## src/hw/rtl/pair_distance_consistency_score_macros.svh

```systemverilog
// Assertion macros shared by the pair distance consistency score RTL.
// Expects clk and rst in the scope of each use.
`ifndef PAIR_DISTANCE_CONSISTENCY_SCORE_MACROS_SVH
`define PAIR_DISTANCE_CONSISTENCY_SCORE_MACROS_SVH

// same-cycle implication
`define PDCS_ASSERT_NOW(lbl, ante, cons, msg) \
  lbl: assert property (@(posedge clk) disable iff (rst) (ante) |-> (cons)) \
    else $error(msg);

// next-cycle implication
`define PDCS_ASSERT_NEXT(lbl, ante, cons, msg) \
  lbl: assert property (@(posedge clk) disable iff (rst) (ante) |=> (cons)) \
    else $error(msg);

`endif

```

## src/hw/rtl/pdcs_pkg.sv

```systemverilog
// Shared constants, register codes and stage structs for the
// pair distance consistency score pipeline. No dependencies.
package pdcs_pkg;

  localparam int COORD_W         = 32;
  localparam int NUM_COORDS      = 12;
  localparam int IN_W            = COORD_W * NUM_COORDS;
  localparam int SCORE_FRAC_BITS = 16;
  localparam int SCORE_W         = SCORE_FRAC_BITS + 1;
  localparam int OUT_W           = ((SCORE_W + 7) / 8) * 8;
  localparam int CFG_IDX_W       = 3;
  localparam int CFG_DATA_W      = 32;

  localparam int SQRT_STEPS = 34;
  localparam int RAD_W      = 2 * SQRT_STEPS;
  localparam int ROOT_W     = SQRT_STEPS;

  localparam int CUTOFF_BITS  = 5;
  localparam int FRAC_W       = 32;
  localparam int SERIES_TERMS = 14;
  localparam int MAGIC_SHIFT  = 36;
  localparam logic [30:0] EXP_M1_Q32 = 31'd1580030169;

  typedef enum logic [CFG_IDX_W-1:0] {
    REG_MIN_DIST = 3'd0,
    REG_GATE_EPS = 3'd1,
    REG_SIGMA    = 3'd2,
    REG_GRAVITY  = 3'd3,
    REG_DIMS     = 3'd4
  } reg_idx_t;

  typedef struct packed {
    logic        v;
    logic        kill;
    logic [63:0] num;
    logic [63:0] den;
  } gauss_in_t;

  typedef struct packed {
    logic               v;
    logic [SCORE_W-1:0] score;
  } gauss_out_t;

  function automatic logic [32:0] mag33(input logic signed [32:0] d);
    return d[32] ? 33'(-d) : 33'(d);
  endfunction

endpackage

```

## src/hw/rtl/pdcs_isqrt.sv

```systemverilog
// Fully pipelined floor square root, one result bit per stage.
// Depends on pdcs_pkg.
module pdcs_isqrt (
  input  logic                        clk,
  input  logic                        en,
  input  logic [pdcs_pkg::RAD_W-1:0]  rad,
  output logic [pdcs_pkg::ROOT_W-1:0] root
);
  import pdcs_pkg::*;

  typedef struct packed {
    logic [RAD_W-1:0]  rad;
    logic [ROOT_W-1:0] root;
    logic [37:0]       rem;
  } sq_t;

  sq_t st [SQRT_STEPS+1];

  assign st[0] = '{rad: rad, root: '0, rem: '0};

  for (genvar i = 1; i <= SQRT_STEPS; i++) begin : g_step
    sq_t         nx;
    logic [37:0] remsh;
    logic [37:0] trial;

    always_comb begin
      remsh  = {st[i-1].rem[35:0], st[i-1].rad[RAD_W-1 -: 2]};
      trial  = 38'({st[i-1].root, 2'b01});
      nx.rad = {st[i-1].rad[RAD_W-3:0], 2'b00};
      if (remsh >= trial) begin
        nx.rem  = remsh - trial;
        nx.root = {st[i-1].root[ROOT_W-2:0], 1'b1};
      end else begin
        nx.rem  = remsh;
        nx.root = {st[i-1].root[ROOT_W-2:0], 1'b0};
      end
    end

    always_ff @(posedge clk) begin
      if (en) st[i] <= nx;
    end
  end

  assign root = st[SQRT_STEPS].root;

endmodule

```

## config.mk

```make
export PLATFORM = sky130hd
export DESIGN_NAME = pdcs_isqrt
export DESIGN_NICKNAME = d
export VERILOG_FILES = /design/src/hw/rtl/pair_distance_consistency_score_macros.svh /design/src/hw/rtl/pdcs_pkg.sv /design/src/hw/rtl/pdcs_isqrt.sv
export SDC_FILE = /design/constraint.sdc
export NUM_CORES = 2
export LEC_CHECK = 0
export BUFFER_PORTS_ARGS = -buffer_cell sky130_fd_sc_hd__buf_4
export CAP_MARGIN = 0
export CORE_UTILIZATION = 47
export DETAILED_ROUTE_END_ITERATION = 7
export PLACE_DENSITY = 0.62
export SYNTH_ARGS = -nofsm -noshare
export SYNTH_HDL_FRONTEND = slang
export SYNTH_SLANG_ARGS = --single-unit
```

## constraint.sdc

```tcl
create_clock -name clk -period 5.2 [get_ports clk]
set_clock_uncertainty 0.05 [all_clocks]
set_input_delay 0.26 -clock clk [delete_from_list [all_inputs] [get_ports clk]]
set_output_delay 0.26 -clock clk [all_outputs]
set_load 0.1 [all_outputs]
```

; Word-level counts from Yosys, hierarchy flattened
; Cells that the tools add are included.
[word_totals]
ff_bits = 2872
latchBits = 0
ramBits = 0
rom_bits = 0
inputBits = 70
out_inout_bits = 34
elab_cells = 203
mem_count = 0
[op_classes]
add_sub_neg = 34
mul = 0
n_div = 0
order_cmp = 34
eq_ne = 0
n_shift = 0
mux = 34
bitwise = 0
reduce_logical = 0
[ops]
columns = cell, count
row1 = $mux 39, 34
row2 = $ge 38x10->1, 1
row3 = $ge 38x11->1, 1
row4 = $ge 38x12->1, 1
row5 = $ge 38x13->1, 1
row6 = $ge 38x14->1, 1
row7 = $ge 38x15->1, 1
row8 = $ge 38x16->1, 1
row9 = $ge 38x17->1, 1
row10 = $ge 38x18->1, 1
row11 = $ge 38x19->1, 1
row12 = $ge 38x20->1, 1
row13 = $ge 38x21->1, 1
row14 = $ge 38x22->1, 1
row15 = $ge 38x23->1, 1
row16 = $ge 38x24->1, 1
row17 = $ge 38x25->1, 1
row18 = $ge 38x26->1, 1
row19 = $ge 38x27->1, 1
row20 = $ge 38x28->1, 1
row21 = $ge 38x29->1, 1
row22 = $ge 38x3->1, 1
row23 = $ge 38x30->1, 1
row24 = $ge 38x31->1, 1
row25 = 45 further kinds, 45

; Longest topological paths before layout
[depth]
depth_word = 2
mapped_depth = 15
mapped_depth_nobuf = 12

; Worst setup path after synthesis
; No wires, ideal clock.
[synth_timing]
kind = register -> register
startpoint = reg st, in the netlist g_step[12].remsh[24]
endpoint = reg st, in the netlist g_step[13].remsh[35] (data pin)
setup_time_ns = 0.271
t_arrival_ns = 3.347
required_time_ns = 4.879
setup_slack_ns = 1.532
path_stages_with_launch = 11
n_path_buf = 1
synth_period_minus_slack_ns = 3.668
cell_sequence = edfxtp_1 -> or4_1 -> or3_1 -> or3_1 -> or4b_1 -> or4_1 -> o21ai_1 -> or3_1 -> buf_4 -> nor4_1 -> xor2_1
[synth_rtl]
columns = item, line_no
row1 = "start, declared", pdcs_isqrt.sv:17  ; sq_t st [SQRT_STEPS+1];
row2 = "start signal, assigned by index", pdcs_isqrt.sv:40  ; if (en) st[i] <= nx;

==> results.yml <==
timing:
  slew_headroom_pct: 13.86
  setup_tns_ns: 0
  finalCritPeriodShare_pct: 84.04
  finalHoldViolCount: 0
  rsz0062_at_grt: "false"
  max_freq_mhz: 228.8
  setup_viol: 0
  hold_ws_ns: 0.07660
  worst_pin_slew_ns: 1.259
  final.min_clock_period_ns: 4.370
  slew_viol_final: 0
synthesis:
  syn_area_mm2: 0.1337
  async_flop_share_pct: 0
  synth_top_area_share_pct: 64.04
  ys_warn_count: 0
  synthTopCellsByArea: "edfxtp_1 (64%), ha_1 (5.9%), xnor2_1 (3.2%), xor2_1 (3.0%), o21ai_0 (2.4%)"
  ys.flop_type: "edfxtp_1"
  synth_edf_count: 2852
  avgSynthCellArea_um2: 12.73
  synth-seq-area-share_pct: 64.04
  synth_largest_area_cell: "edfxtp_1"
  synth_cell_types: 89
  ys_seq_elements: 2852
  syn_nets: 11210
  syn_inst: 10500
final_layout:
  nFillCells: 23540
  final_cell_area_mm2: 0.1507
  multi_input_area_mm2: 0.04422
  fin_util_pct: 53.34
  final_layout_size_suffix_gt1_share_pct: 7.061
  area_growth_pct: 12.71
  finalNonFillerCells: 14910
  regArea_mm2: 0.08564
  nNetsFinal: 11620
floorplan:
  fp.coreArea_mm2: 0.2825
  start_util_pct: 47.33
  die_h_um: 535.4
  die_w_um: 535.4
  dieArea_mm2: 0.2867
  ioPinCount: 104
  fp-row-count: 195
worst_setup_path:
  cp_num_buf_inv: 2
  cpMostUsedCell: "inv_1"
  critPathRequiredTime_ns: 5.80
  arrival_ns: 4.97
  cp_slowest_cell: "or4_1"
  crit_fanout: 13
  critPathMaxStageDelay_ns: 0.69
  start_kind: "flip-flop"
  endpoint_kind: "flip-flop"
  path_cells: "inv_1, ha_1, and3_1, nand3_1, or4_1, nand4_1, nor2b_1, a21o_1, inv_1, nand4b_1, or3b_2, xnor2_1"
  cpLargestDelayFamily: "simple AND/OR/NAND/NOR gates"
  worstSetupPathType: "flip-flop to flip-flop"
place:
  placed_area_mm2: 0.1394
  dp_cells: 14220
  io_buffer_count: 103
  post-dp-hpwl_um: 208600
  place.gp.congestion: 0.9219
grt:
  overflow: 0
  grt_start_max_net_pins: 188
  gr-usage-all-layers_pct: 19.83
  grt_pass1_vias: 79660
  grt_pass1_wl_um: 450900
  antenna_found_initial: 4
route:
  drcViolationCount: 0
  postRouteAntennaNets: 0
  via_count: 81780
  wl_um: 289300
  viasPerCell: 5.487
  routedWlPerCell_um: 19.41
  drtIter0Drc: 5951
  drt_pre_antenna_iters: 8
cts:
  cts_tree: "built"
  clock_sinks: 2852
  worstSkewPairLatency_ns: 0.91
  post_cts.repair.setup_buffers: 0
  clock_path_buffers: 4
  cts_max_level: 5
  cts.clk_slew.worst_paths_ns: 0.06
  clockRootBuffer: "clkbuf_16"
  cts_buffers: 313
worst_hold_path:
  hold_path_class: "input port to flip-flop"
pwr:
  swShare_pct: 28.95
  internal_power_mw: 47.37
  combinationalPowerShare_pct: 20.7
  leakagePower_nw: 56.99
  seqPwrFrac_pct: 46.8
  power_frac_clock_pct: 32.5
  vdd_drop_max_mv: 0.2850
  p_sw_mw: 19.31
  powerDensity_mw_per_mm2: 442.4
run:
  drv_cap: 0
status:
  status: "finished, final reports clean"
kinds of logic (layout without fill, tap and decap cells):
group	after synthesis	count (layout)	synth area share, %
DFF	2852	2852	64.04
and+or+nand+nor	2784	2784	10.30
AOI/OAI and AO/OA	2178	2178	10.15
buffers and inverters	1061	1718	2.986
xor gates and xnor gates	946	946	6.196
adders and majority gates	632	632	5.913
muxes	49	49	0.4033
other	1	3	0.002804
registers in the layout (all words and copies together) (netlist names):
register      flops
g_step.trial    561
g_step.nx      1056
root             34
g_step.remsh   1201
worst reg2reg max path, cell delays in order (launching register included):
cell and delay, ns:
edfxtp_1 0.40, inv_1 0.06, ha_1 0.45, and3_1 0.26, nand3_1 0.20, or4_1 0.69
nand4_1 0.25, nor2b_1 0.08, a21o_1 0.19, inv_1 0.42, nand4b_1 0.35, or3b_2 0.56
xnor2_1 0.14
area by class of cell:
cell class | instances | area share (%)
clock inverter | 185 | 1.200
tap | 3743 | 3.107
timing repair buffer | 331 | 2.014
sequential | 2852 | 56.82
inverter | 831 | 2.070
multi-input combinational | 6590 | 29.34
clock buffer | 371 | 5.440
antenna | 2 | 0.003321
cell usage after synthesis, drive strengths merged, types with 154 or more instances:
cell type,number
ha,632
clkbuf,211
xnor2,482
nand2,835
o21ai,653
a21o,266
nor3,261
inv,828
nand3,187
nor2,574
xor2,464
nor4,154
edfxtp,2852
a21oi,564
routing by layer:
layer	GRT usage [%]	vias to the layer above	share of wire (%)
met2	32.36	2066	47
met3	2.540	531	4.6
met5	0	-	0
met4	6.362	0	3.1
li1	-	39800	-
met1	27.55	39380	46
power groups by stage:
stage               Sequential (mW)  Combinational [mW]  Clock (mW)
floorplan                      30.6                9.96           0
global placement               31.6                13.4           0
detailed placement             31.6                13.6           0
CTS                            31.2                13.8        22.3
global route                   31.5                15.4        23.2
finish                         31.2                13.8        21.7
through the flow:
step | setup slack, ns | total power, mW
2_1_floorplan | 1.532 | 40.60
3_3_place_gp | 0.9541 | 45.09
3_5_place_dp | 0.9315 | 45.26
4_1_cts | 0.8782 | 67.33
5_1_grt | 0.5896 | 69.99
6_report | 0.8301 | 66.68
cells in the final DEF (no fill, tap or decap), types with 27 or more instances in the layout:
master         count
nor2_1           570
clkinv_2          47
clkbuf_16        320
a21oi_1          563
or2_2             49
nand2b_1         116
o21ai_0          647
xor2_1           464
o21bai_1          59
nor3_1           260
nand3_1          187
or4_1             73
nor4_1           150
nor2b_1           80
mux2_2            39
or3_1            102
nand3b_1          38
and3_1            62
o21a_1           124
buf_4            182
o31ai_1           83
a21o_1           266
dlygate4sd3_1    132
a31oi_1           58
nand2_1          835
a21boi_0          27
ha_1             632
clkinv_1          65
o211ai_1          33
xnor2_1          482
edfxtp_1        2852
clkbuf_1          51
nand4_1          116
bufinv_16         28
inv_1            827
a2111oi_0         29
a211oi_1          71
final timing paths:
path	from	endpoint	slack, ns	cells after the start
worst max-delay path	g_step[14].trial[14]$_DFFE_PP_	g_step[15].remsh[31]$_DFFE_PP_	0.83	12
worst min-delay path	rad[23]	g_step[2].nx[99]$_DFFE_PP_	0.08	2
worst max register to register	g_step[14].trial[14]$_DFFE_PP_	g_step[15].remsh[31]$_DFFE_PP_	0.83	12
worst min register to register	g_step[27].nx[138]$_DFFE_PP_	g_step[28].remsh[0]$_DFFE_PP_	0.34	0
what timing repair did:
item | in CTS | in global routing
endpoints found under the hold margin | 119 | 0
hold buffers | 132 | 0
gates resized for setup | 0 | 0
endpoints found under the setup margin | 0 | 0
No activity file was read; power rests on OpenSTA's default activity.
